==> config.mk <==
export PLATFORM = sky130hd
export DESIGN_NAME = height_color_ramp_top
export DESIGN_NICKNAME = d
export VERILOG_FILES = /design/src/hcr_pkg.sv /design/src/height_color_ramp_top.sv /design/src/hcr_cfg_regs.sv /design/src/hcr_scale.sv /design/src/hcr_ramp.sv
export SDC_FILE = /design/constraint.sdc
export NUM_CORES = 2
export LEC_CHECK = 0
export BUFFER_PORTS_ARGS = -buffer_cell sky130_fd_sc_hd__buf_2
export CORE_MARGIN = 3
export CORE_UTILIZATION = 40
export DETAILED_ROUTE_END_ITERATION = 7
export PLACE_DENSITY = 0.58
export SYNTH_ARGS = -nofsm -noshare
export SYNTH_HDL_FRONTEND = slang
export SYNTH_SLANG_ARGS = --single-unit
export TNS_END_PERCENT = 20
==> constraint.sdc <==
create_clock -name clk -period 15.7 [get_ports clk]
set_clock_uncertainty 0.2 [all_clocks]
set_input_delay 0.785 -clock clk [delete_from_list [all_inputs] [get_ports clk]]
set_output_delay 0.785 -clock clk [all_outputs]
set_load 0.03 [all_outputs]
==> src/hcr_pkg.sv <==
`default_nettype none

package hcr_pkg;

	localparam int HEIGHT_W = 16;
	localparam int SPAN_W   = 32;
	localparam int PROD_W   = HEIGHT_W + SPAN_W;
	localparam int COEFF_W  = 17;
	localparam int FRAC_W   = 14;
	localparam int CHAN_W   = 8;
	localparam int ADDR_W   = 4;
	localparam int DATA_W   = 32;

	localparam logic [COEFF_W-1:0] COEFF_ONE = 17'h10000;
	localparam logic [1:0] SCHEME_WHITE = 2'd0;
	localparam logic [CHAN_W-1:0] CHAN_MAX = 8'd255;

	typedef enum logic [1:0] {
		REG_HEIGHT_MIN   = 2'd0,
		REG_INV_SPAN     = 2'd1,
		REG_COLOR_SCHEME = 2'd2
	} reg_idx_t;

	typedef struct packed {
		logic signed [HEIGHT_W-1:0] height_min;
		logic [SPAN_W-1:0]          inv_span;
		logic [1:0]                 color_scheme;
	} cfg_t;

	typedef struct packed {
		logic [CHAN_W-1:0] r;
		logic [CHAN_W-1:0] g;
		logic [CHAN_W-1:0] b;
	} rgb_t;

	// Nine control colors for each of the three built-in ramps.
	localparam rgb_t RAMP_TABLE [0:2][0:8] = '{
		'{
			'{8'd47,  8'd86,  8'd106}, '{8'd38,  8'd110, 8'd143}, '{8'd52,  8'd133, 8'd138},
			'{8'd49,  8'd100, 8'd75},  '{8'd57,  8'd120, 8'd40},  '{8'd47,  8'd114, 8'd71},
			'{8'd156, 8'd146, 8'd92},  '{8'd163, 8'd156, 8'd124}, '{8'd151, 8'd151, 8'd140}
		},
		'{
			'{8'd113, 8'd83,  8'd28},  '{8'd152, 8'd117, 8'd20},  '{8'd28,  8'd93,  8'd10},
			'{8'd70,  8'd145, 8'd53},  '{8'd100, 8'd143, 8'd66},  '{8'd127, 8'd140, 8'd97},
			'{8'd128, 8'd140, 8'd100}, '{8'd201, 8'd202, 8'd201}, '{8'd248, 8'd247, 8'd248}
		},
		'{
			'{8'd45,  8'd80,  8'd0},   '{8'd69,  8'd44,  8'd0},   '{8'd93,  8'd28,  8'd0},
			'{8'd122, 8'd45,  8'd0},   '{8'd156, 8'd63,  8'd7},   '{8'd169, 8'd111, 8'd25},
			'{8'd190, 8'd172, 8'd49},  '{8'd225, 8'd201, 8'd105}, '{8'd225, 8'd208, 8'd176}
		}
	};

	// Linear blend of two control values, floored: lo + floor((hi - lo) * frac / 8192).
	function automatic logic [CHAN_W-1:0] blend(input logic [CHAN_W-1:0] lo,
		input logic [CHAN_W-1:0] hi, input logic [FRAC_W-1:0] frac);
		logic signed [CHAN_W:0]          delta;
		logic signed [CHAN_W+FRAC_W:0]   prod;
		logic signed [CHAN_W+1:0]        sum;
		delta = $signed({1'b0, hi}) - $signed({1'b0, lo});
		prod  = delta * $signed({1'b0, frac});
		sum   = $signed({2'b00, lo}) + (CHAN_W + 2)'(prod >>> (FRAC_W - 1));
		return sum[CHAN_W-1:0];
	endfunction

endpackage

`default_nettype wire

==> src/height_color_ramp_top.sv <==
`default_nettype none

// Channel   Direction  Handshake            Payload
// input     in         in_valid, in_stall   height (16 bit signed)
// output    out        out_valid, out_stall red, green, blue (8 bit unsigned each)
// config    in         APB psel/penable     height_min, inv_span, color_scheme
//
// An accepted sample passes through three registers, the input, product and
// result registers, before it leaves; a new sample is taken every cycle while
// the result side keeps up.
// Reset clears the valid bits and loads the register defaults; there is no clearing pass.
// A stall on the output freezes the whole pipeline, so in_stall follows out_stall
// only while a result is waiting.

module height_color_ramp_top (
	input  wire logic                               clk,
	input  wire logic                               arst_n,
	input  wire logic                               in_valid,
	output logic                                    in_stall,
	input  wire logic signed [hcr_pkg::HEIGHT_W-1:0] height,
	output logic                                    out_valid,
	input  wire logic                               out_stall,
	output logic             [hcr_pkg::CHAN_W-1:0]  red,
	output logic             [hcr_pkg::CHAN_W-1:0]  green,
	output logic             [hcr_pkg::CHAN_W-1:0]  blue,
	input  wire logic                               psel,
	input  wire logic                               penable,
	input  wire logic                               pwrite,
	input  wire logic        [hcr_pkg::ADDR_W-1:0]  paddr,
	input  wire logic        [hcr_pkg::DATA_W-1:0]  pwdata,
	output logic             [hcr_pkg::DATA_W-1:0]  prdata,
	output logic                                    pready
);

	hcr_pkg::cfg_t              cfg;
	logic [hcr_pkg::PROD_W-1:0] prod_s2;
	hcr_pkg::rgb_t              color_s3;
	logic                       advance;
	logic                       valid_s1;
	logic                       valid_s2;
	logic                       valid_s3;

	// The pipeline moves as one unit whenever the result register can be
	// emptied or holds nothing, so bubbles are squeezed out only at the output.
	assign advance   = !(valid_s3 && out_stall);
	assign in_stall  = !advance;
	assign out_valid = valid_s3;
	assign red       = color_s3.r;
	assign green     = color_s3.g;
	assign blue      = color_s3.b;

	always_ff @(posedge clk or negedge arst_n) begin
		if (!arst_n) begin
			valid_s1 <= 1'b0;
			valid_s2 <= 1'b0;
			valid_s3 <= 1'b0;
		end else if (advance) begin
			valid_s1 <= in_valid;
			valid_s2 <= valid_s1;
			valid_s3 <= valid_s2;
		end
	end

	hcr_cfg_regs u_cfg (
		.clk     (clk),
		.arst_n  (arst_n),
		.psel    (psel),
		.penable (penable),
		.pwrite  (pwrite),
		.paddr   (paddr),
		.pwdata  (pwdata),
		.prdata  (prdata),
		.pready  (pready),
		.cfg     (cfg)
	);

	// Normalization: subtract the floor height and scale by the reciprocal span.
	hcr_scale u_scale (
		.clk     (clk),
		.advance (advance),
		.height  (height),
		.cfg     (cfg),
		.prod_s2 (prod_s2)
	);

	// Clamp, pick the segment and blend the two control colors.
	hcr_ramp u_ramp (
		.clk      (clk),
		.advance  (advance),
		.prod_s2  (prod_s2),
		.cfg      (cfg),
		.color_s3 (color_s3)
	);

	a_accept_enters: assert property (@(posedge clk) disable iff (!arst_n)
		in_valid && !in_stall |=> valid_s1)
		else $error("accepted sample did not enter the pipeline");

	a_s1_to_s2: assert property (@(posedge clk) disable iff (!arst_n)
		valid_s1 && advance |=> valid_s2)
		else $error("sample lost between input and product stage");

	a_s2_to_out: assert property (@(posedge clk) disable iff (!arst_n)
		valid_s2 && advance |=> out_valid)
		else $error("sample lost between product stage and result");

	a_white: assert property (@(posedge clk) disable iff (!arst_n)
		valid_s2 && advance && cfg.color_scheme == hcr_pkg::SCHEME_WHITE
		|=> red == hcr_pkg::CHAN_MAX && green == hcr_pkg::CHAN_MAX &&
			blue == hcr_pkg::CHAN_MAX)
		else $error("white scheme produced a non-white result");

endmodule

`default_nettype wire

==> src/hcr_cfg_regs.sv <==
`default_nettype none

module hcr_cfg_regs (
	input  wire logic                       clk,
	input  wire logic                       arst_n,
	input  wire logic                       psel,
	input  wire logic                       penable,
	input  wire logic                       pwrite,
	input  wire logic [hcr_pkg::ADDR_W-1:0] paddr,
	input  wire logic [hcr_pkg::DATA_W-1:0] pwdata,
	output logic      [hcr_pkg::DATA_W-1:0] prdata,
	output logic                            pready,
	output hcr_pkg::cfg_t                   cfg
);

	hcr_pkg::cfg_t    cfg_q;
	hcr_pkg::reg_idx_t idx;
	logic             wr_en;

	assign idx    = hcr_pkg::reg_idx_t'(paddr[3:2]);
	assign wr_en  = psel && penable && pwrite;
	assign pready = 1'b1;
	assign cfg    = cfg_q;

	always_ff @(posedge clk or negedge arst_n) begin
		if (!arst_n) begin
			cfg_q.height_min   <= '0;
			cfg_q.inv_span     <= 32'd65536;
			cfg_q.color_scheme <= 2'd1;
		end else if (wr_en) begin
			unique case (idx)
				hcr_pkg::REG_HEIGHT_MIN:   cfg_q.height_min   <= pwdata[15:0];
				hcr_pkg::REG_INV_SPAN:     cfg_q.inv_span     <= pwdata;
				hcr_pkg::REG_COLOR_SCHEME: cfg_q.color_scheme <= pwdata[1:0];
				default: ;
			endcase
		end
	end

	always_comb begin
		unique case (idx)
			hcr_pkg::REG_HEIGHT_MIN:   prdata = {16'd0, cfg_q.height_min};
			hcr_pkg::REG_INV_SPAN:     prdata = cfg_q.inv_span;
			hcr_pkg::REG_COLOR_SCHEME: prdata = {30'd0, cfg_q.color_scheme};
			default:                   prdata = '0;
		endcase
	end

endmodule

`default_nettype wire

==> src/hcr_scale.sv <==
`default_nettype none

module hcr_scale (
	input  wire logic                              clk,
	input  wire logic                              advance,
	input  wire logic signed [hcr_pkg::HEIGHT_W-1:0] height,
	input  wire hcr_pkg::cfg_t                     cfg,
	output logic             [hcr_pkg::PROD_W-1:0] prod_s2
);

	logic signed [hcr_pkg::HEIGHT_W-1:0] height_s1;
	logic signed [hcr_pkg::HEIGHT_W:0]   diff;
	logic        [hcr_pkg::PROD_W-1:0]   prod;

	// The difference is exact in 17 bits; a positive one fits in 16.
	always_comb begin
		diff = $signed({height_s1[15], height_s1}) -
			$signed({cfg.height_min[15], cfg.height_min});
		if (diff[hcr_pkg::HEIGHT_W] || diff == '0) begin
			prod = '0;
		end else begin
			prod = diff[hcr_pkg::HEIGHT_W-1:0] * cfg.inv_span;
		end
	end

	always_ff @(posedge clk) begin
		if (advance) begin
			height_s1 <= height;
			prod_s2   <= prod;
		end
	end

endmodule

`default_nettype wire

==> src/hcr_ramp.sv <==
`default_nettype none

module hcr_ramp (
	input  wire logic                        clk,
	input  wire logic                        advance,
	input  wire logic [hcr_pkg::PROD_W-1:0]  prod_s2,
	input  wire hcr_pkg::cfg_t               cfg,
	output hcr_pkg::rgb_t                    color_s3
);

	logic [hcr_pkg::COEFF_W-1:0] coeff;
	logic [2:0]                  seg;
	logic [hcr_pkg::FRAC_W-1:0]  frac;
	logic [1:0]                  tab;
	logic [3:0]                  lo_idx;
	logic [3:0]                  hi_idx;
	hcr_pkg::rgb_t               lo_c;
	hcr_pkg::rgb_t               hi_c;
	hcr_pkg::rgb_t               color;

	always_comb begin
		// Anything at or past 1.0 saturates to the top of the ramp.
		if (prod_s2[hcr_pkg::PROD_W-1:16] > 32'(hcr_pkg::COEFF_ONE)) begin
			coeff = hcr_pkg::COEFF_ONE;
		end else begin
			coeff = prod_s2[32:16];
		end
		if (coeff[16]) begin
			seg  = 3'd7;
			frac = 14'd8192;
		end else begin
			seg  = coeff[15:13];
			frac = {1'b0, coeff[12:0]};
		end
		tab    = cfg.color_scheme - 2'd1;
		lo_idx = {1'b0, seg};
		hi_idx = lo_idx + 4'd1;
		lo_c   = hcr_pkg::RAMP_TABLE[tab][lo_idx];
		hi_c   = hcr_pkg::RAMP_TABLE[tab][hi_idx];
		if (cfg.color_scheme == hcr_pkg::SCHEME_WHITE) begin
			color = '{hcr_pkg::CHAN_MAX, hcr_pkg::CHAN_MAX, hcr_pkg::CHAN_MAX};
		end else begin
			color.r = hcr_pkg::blend(lo_c.r, hi_c.r, frac);
			color.g = hcr_pkg::blend(lo_c.g, hi_c.g, frac);
			color.b = hcr_pkg::blend(lo_c.b, hi_c.b, frac);
		end
	end

	always_ff @(posedge clk) begin
		if (advance) begin
			color_s3 <= color;
		end
	end

endmodule

`default_nettype wire
After elaboration in Yosys (flattened, before gate mapping):

Index checks and enable logic that the tools add are counted.

* output and inout bits: 59
* memory bits (read-only): 0
* latch bits: 0
* word-level logic and storage cells: 56
* RAM bits: 0
* flip-flop bits (word level): 141
* memories kept: 0
* bits of input ports: 59

* reduce and logical (&&, ||, !) cells: 10
* $lt $le $gt $ge: 4
* bitwise logic cells: 3
* multiplexer cells: 13
* eq/ne operators: 2
* add/subtract/negate cells: 9
* shifts and indexed selects: 0
* div/mod/pow operators: 0
* multipliers: 4

Operator list (number)
* $bmux W216 S2: 1
* $mux W216: 2
* $bmux W24 S4: 2
* $mux W24: 4
* $pmux W32 S3: 1
* $mul A9 B15 Y21: 3
* $mul A16 B32 Y48: 1
* $gt A32 B17 Y1 const B: 1
* $sub A8 B8 Y9: 3
* $add A8 B8 Y8: 3
* $logic_not A17 Y1: 1
* $mux W17: 1
* $sub A16 B16 Y17: 1
* $mux W14: 1
* $ge A5 B5 Y1 const B: 2
* $reduce_and A2 Y1: 3
* $not A3 Y5: 1
* $not A4 Y5: 1
* $add A3 B1 Y4 const B: 1
* $logic_not A2 Y1: 2
* $ge A3 B3 Y1 const B: 1
* $logic_and A1 B1 Y1: 3
* $mux W3: 1
* $not A2 Y3: 1
* 4 further kinds: 4

Depth between registers and ports, before layout:

* depth after elaboration: 11
* mapped depth: 50
* gate-level depth less buffers: 46

Hierarchy:

Synthesis repeated with hierarchy kept, for this count alone.

* cells, all modules: 4337
* area, all modules: 37572.3 sq um

By module, submodules not included
* hcr_scale: cells each 2265, sequential area each 1921.8 sq um, times used 1, area an instance 19806.5 sq um
* hcr_ramp: cells each 1897, sequential area each 720.7 sq um, times used 1, area an instance 15372.2 sq um
* hcr_cfg_regs: cells each 167, sequential area each 1253.7 sq um, times used 1, area an instance 2278.4 sq um
* height_color_ramp_top: cells each 8, sequential area each 75.1 sq um, times used 1, area an instance 115.1 sq um

Worst setup path before layout:

No wires, ideal clock.

* kind: reg2reg
* from: register u_scale.prod_s2[33] in the netlist's numbering
* to: register u_ramp.color_s3[23] (netlist name)
* library setup time: 0.265 ns
* data required time: 15.235 ns
* clock period less this slack: 11.044 ns
* slack: 4.656 ns
* stages on the path, launching flop included: 45
* buffers on the path: 3
* arrival time: 10.579 ns
* cell sequence: edfxtp_1 > nor4_1 > nand4_1 > nor2_1 > clkinv_1 > ha_1 > clkbuf_1 > buf_1 > clkbuf_1 > o21ai_0 > a21oi_1 > ha_1 > inv_1 > fa_1 > a21o_1 > a21oi_1 > nor2b_1 > o21a_1 > (+9 left out) > inv_1 > ha_1 > a21oi_1 > o211ai_1 > a41oi_1 > o41ai_1 > a21oi_1 > nand2b_1 > a2111oi_2 > nor2_1 > xnor2_1 > ha_1 > a21oi_1 > o21ai_0 > xnor2_1 > xnor2_1 > and3_1 > or3_1

* cells in the longest elaborated chain, start to end: 11
* elaborated cells between the ends (all ways): 16
* classes of those cells: add/sub (3); mul (1); order compare (1); mux (9); bitwise (2)

RTL lines
* start: declaration: line hcr_scale.sv:8 `output logic [hcr_pkg::PROD_W-1:0] prod_s2`
* start signal: assignment: line hcr_scale.sv:29 `prod_s2 <= prod;`
* $gt A32 B17 Y1 *: line hcr_ramp.sv:23 `if (prod_s2[hcr_pkg::PROD_W-1:16] > 32'(hcr_pkg::COEFF_ONE)) begin`
* $mux W17 *: line hcr_ramp.sv:23
* $mux W3: line hcr_ramp.sv:28 `if (coeff[16]) begin`
* $add A3 B1 Y4: line hcr_ramp.sv:37 `hi_idx = lo_idx + 4'd1;`
* $not A4 Y5 (implied by the code): line hcr_ramp.sv:39 `hi_c = hcr_pkg::RAMP_TABLE[tab][hi_idx];`
* $bmux W24 S4: line hcr_ramp.sv:39
* $mux W24 (implied by the code) (2 in a row): line hcr_ramp.sv:39
* $sub A8 B8 Y9: line hcr_pkg.sv:61 `delta = $signed({1'b0, hi}) - $signed({1'b0, lo});`
* $mul A9 B15 Y21: line hcr_pkg.sv:62 `prod = delta * $signed({1'b0, frac});`
* $add A8 B8 Y8 *: line hcr_pkg.sv:63 `sum = $signed({2'b00, lo}) + (CHAN_W + 2)'(prod >>> (FRAC_W - 1));`

Mark *: on every way between the ends. The rest lies on a longest branch, timed or not. The select of a mux whose other input is x is not followed.
A chain may end at the register's enable or synchronous reset.

Worst setup path in the final report:

* from: register u_scale.prod_s2[38] in the netlist's numbering
* to: register u_ramp.color_s3[15] (netlist name)

* cells in the longest elaborated chain, start to end: 11
* elaborated cells between the ends (all ways): 16
* classes of those cells: add/sub (3); mul (1); order compare (1); mux (9); bitwise (2)

RTL lines (line)
* $gt A32 B17 Y1 *: hcr_ramp.sv:23
* $mux W17 *: hcr_ramp.sv:23
* $mux W3: hcr_ramp.sv:28
* $add A3 B1 Y4: hcr_ramp.sv:37
* $not A4 Y5 (implied by the code): hcr_ramp.sv:39
* $bmux W24 S4: hcr_ramp.sv:39
* $mux W24 (implied by the code) (2 in a row): hcr_ramp.sv:39
* $sub A8 B8 Y9: hcr_pkg.sv:61
* $mul A9 B15 Y21: hcr_pkg.sv:62
* $add A8 B8 Y8 *: hcr_pkg.sv:63

Marked as above.

==> out/qor.csv <==
stage,metric,value,unit
run_status,status,"complete, no violations",
die,start_util,0.404,
sta,final_min_period_over_clock_period,0.803,
setup_path,slowest_delay,0.71,ns
clocking,h-tree-depth,4,
die,placement_rows,108,
global_routing,grt.total_usage,0.224,
sta,setup_viol_count_final,0,
cells_and_area,post_route_cells_drive_above_1_share,0.0786,
detailed_routing,drt_iter0_drc,1633,
sta,report.final.slew_viol_count,0,
setup_path,critPathLaunchType,flip-flop,
cells_and_area,layout.cells.most_common_list,"687 x sky130_fd_sc_hd__inv_1, 675 x sky130_fd_sc_hd__fa_1, 571 x sky130_fd_sc_hd__nand2_1, 328 x sky130_fd_sc_hd__nor2_1, 322 x sky130_fd_sc_hd__ha_1",
detailed_routing,post_drt_wl_per_cell,18.9,um
clocking,clock_insertion_delay_worst_skew,0.49,ns
clocking,cts_tree,yes,
yosys,ys_seq_elements,125,
detailed_routing,via_count,27200,
min_path,hold_class,input pin to async pin,
setup_path,worstPathMaxFanout,30,
sta,rsz0062_at_grt,false,
cells_and_area,final_nets,5041,
clocking,clockBufferDepth,2,
sta,max_slew.worst_pin.slew,1.16,ns
detailed_routing,detail-route-antenna-nets,0,
sta,timing_hold_violations_final,0,
job,cap_violations,0,
yosys,netlist_instances,4001,
placement,place.detailed.hpwl,75100,um
global_routing,grt_max_degree,55,
setup_path,critPathBufInv,7,
cells_and_area,area_overhead_of_the_layout_relative_to_synthesis,6.95,%
yosys,synthesis.area_per_instance,8.79,um^2
yosys,synth-async-reset-ratio,0.424,
yosys,post_synthesis_net_count,5058,
sta,achievable-frequency,79.4,MHz
sta,final_critical_path_setup_slack,3.10,ns
setup_path,crit_arrival,12.65,ns
setup_path,crit_type,flip-flop to flip-flop,
setup_path,cp-startpoint,u_scale.prod_s2[38],
setup_path,crit_path_slowest_cell,sky130_fd_sc_hd__a221oi_1,
clocking,post_cts.repair.setup_buffers,0,
detailed_routing,drt_pre_antenna_iters,5,
die,die_h,303,um
yosys,synth.lib_cells_used.distinct,78,
global_routing,grt_pass1_vias,28800,
setup_path,critical_path_required,15.75,ns
yosys,synth_edf_count,72,
yosys,synth_top_flop_cell,sky130_fd_sc_hd__edfxtp_1,
setup_path,crit_top_cell,sky130_fd_sc_hd__fa_1,
die,top_level_ports,118,
cells_and_area,post-route-util,0.432,
placement,preCtsSetupSlack,3.08,ns
detailed_routing,drc,0,
detailed_routing,via_to_cell_ratio,5.27,
die,fp.dieArea,91500,um^2
placement,gp_congestion,0.918,
die,placeableCoreArea,87000,um^2
clocking,post_cts_hold_buffer_count,0,
setup_path,worstReg2RegStart,u_scale.prod_s2[38],
setup_path,end_kind,flip-flop,
detailed_routing,finalWirelength,97600,um
sta,timing.slew.headroom,0.221,
clocking,cts-root-buf,sky130_fd_sc_hd__clkbuf_16,
cells_and_area,commonest_non_fill_non_tap_cell_in_the_layout,sky130_fd_sc_hd__inv_1,
clocking,number_of_buffers_created_by_cts,17,
clocking,clock_sinks,125,
yosys,ys_seq_area_frac,0.0993,
global_routing,wire_length_of_the_first_global_routing_pass,159000,um
clocking,cts_resized,0,
global_routing,grt_remaining_overflow,0,
sta,min_period,12.60,ns
die,die_x_extent,303,um
clocking,clkSlewWorstSetupHoldPaths,0.08,ns
yosys,post_synth_instance_area,35200,um^2
setup_path,critical-path-top-delay-family,adder cells,
yosys,synth-warning-count,0,
sta,totalNegativeSetupSlack,0,ns
global_routing,grt_antenna_before_repair,1,
placement,numPortBuffers,114,
-- cell usage after synthesis, types with 22 or more instances --
cell type | count | area, um^2
sky130_fd_sc_hd__a21o_1 | 42 | 315
sky130_fd_sc_hd__dfrtp_1 | 51 | 1280
sky130_fd_sc_hd__nor2_1 | 330 | 1240
sky130_fd_sc_hd__inv_1 | 687 | 2580
sky130_fd_sc_hd__mux2_2 | 38 | 428
sky130_fd_sc_hd__nand2_1 | 572 | 2150
sky130_fd_sc_hd__ha_1 | 322 | 4030
sky130_fd_sc_hd__fa_1 | 676 | 13500
sky130_fd_sc_hd__nor3_1 | 26 | 130
sky130_fd_sc_hd__o21ai_0 | 99 | 495
sky130_fd_sc_hd__edfxtp_1 | 72 | 2160
sky130_fd_sc_hd__nor2b_1 | 52 | 325
sky130_fd_sc_hd__xor2_1 | 43 | 377
sky130_fd_sc_hd__and2_1 | 131 | 820
sky130_fd_sc_hd__clkbuf_1 | 202 | 758
sky130_fd_sc_hd__a21oi_1 | 147 | 736
sky130_fd_sc_hd__mux2i_1 | 22 | 220
sky130_fd_sc_hd__xnor2_1 | 85 | 744
sky130_fd_sc_hd__nand2b_1 | 129 | 807
-- state kept, by name (all words and copies together) (netlist names) --
name and cells:
u_scale.height_s1 16, u_cfg.cfg 50, u_scale.prod_s2 32, valid_s2 1, u_ramp.color_s3 24, out_valid 1, valid_s1 1
-- routing by layer --
layer | global-route usage | part of all wire | vias up
met2 | 0.379 | 0.48 | 789
met5 | 0 | 0 | -
li1 | - | - | 12300
met4 | 0.0607 | 0.025 | 0
met1 | 0.301 | 0.44 | 13900
met3 | 0.0311 | 0.055 | 129
-- area by class of cell --
type,instances,area [um^2]
diodes,1,2.50
clock buffers,17,425
clock inverters,15,175
fillers,8717,49400
inverters,692,2600
multi-input cells,2963,28400
flip-flops and latches,125,3490
well taps,1155,1450
repair buffers,185,1100
-- through the flow --
stage | cell area (um^2) | hold WS (ns) | std cells
finish | 37600 | 0.224 | 5153
global route | 37600 | 0.237 | 5152
CTS | 37600 | 0.219 | 5152
detailed placement | 37000 | 0.247 | 5120
global placement | 37000 | 0.242 | 5120
floorplan | 35200 | 0.230 | 4001
-- cells by family after synthesis --
| kind of cell | Yosys count | synth area share |
|---|---|---|
| multiplexers | 60 | 0.0184 |
| buffers and inverters | 913 | 0.0984 |
| AND/OR/NAND/NOR | 1340 | 0.174 |
| flip-flops | 125 | 0.0993 |
| other | 1 | 0.000107 |
| adder cells (fa/ha/maj) | 998 | 0.499 |
| AO/OA/AOI/OAI | 436 | 0.0784 |
| XOR/XNOR | 128 | 0.0319 |
-- path summary, 6_finish.rpt --
path                       slack [ns]  depth (start not counted)                   end
max in group asynchronous       14.53                          2         u_cfg.cfg[19]
hold reg to reg                  0.26                          1             out_valid
setup / recovery                 3.10                         45   u_ramp.color_s3[15]
min in group clk                 0.26                          1  u_scale.height_s1[3]
setup reg to reg                 3.10                         45   u_ramp.color_s3[15]
hold / removal                   0.22                          2         u_cfg.cfg[25]
-- worst register-to-register path, delay by kind of cell, from the launching register on --
family / cells / cell delay, ns
adders and majority gates: 10 / 4.16
DFF: 1 / 0.36
xor gates and xnor gates: 6 / 1.46
AOI/OAI and AO/OA: 10 / 2.32
and+or+nand+nor: 12 / 2.59
buffers and inverters: 7 / 1.28
Power is not shown: default switching activity piles up to over one toggle a cycle in this logic, so the estimate is an artifact.
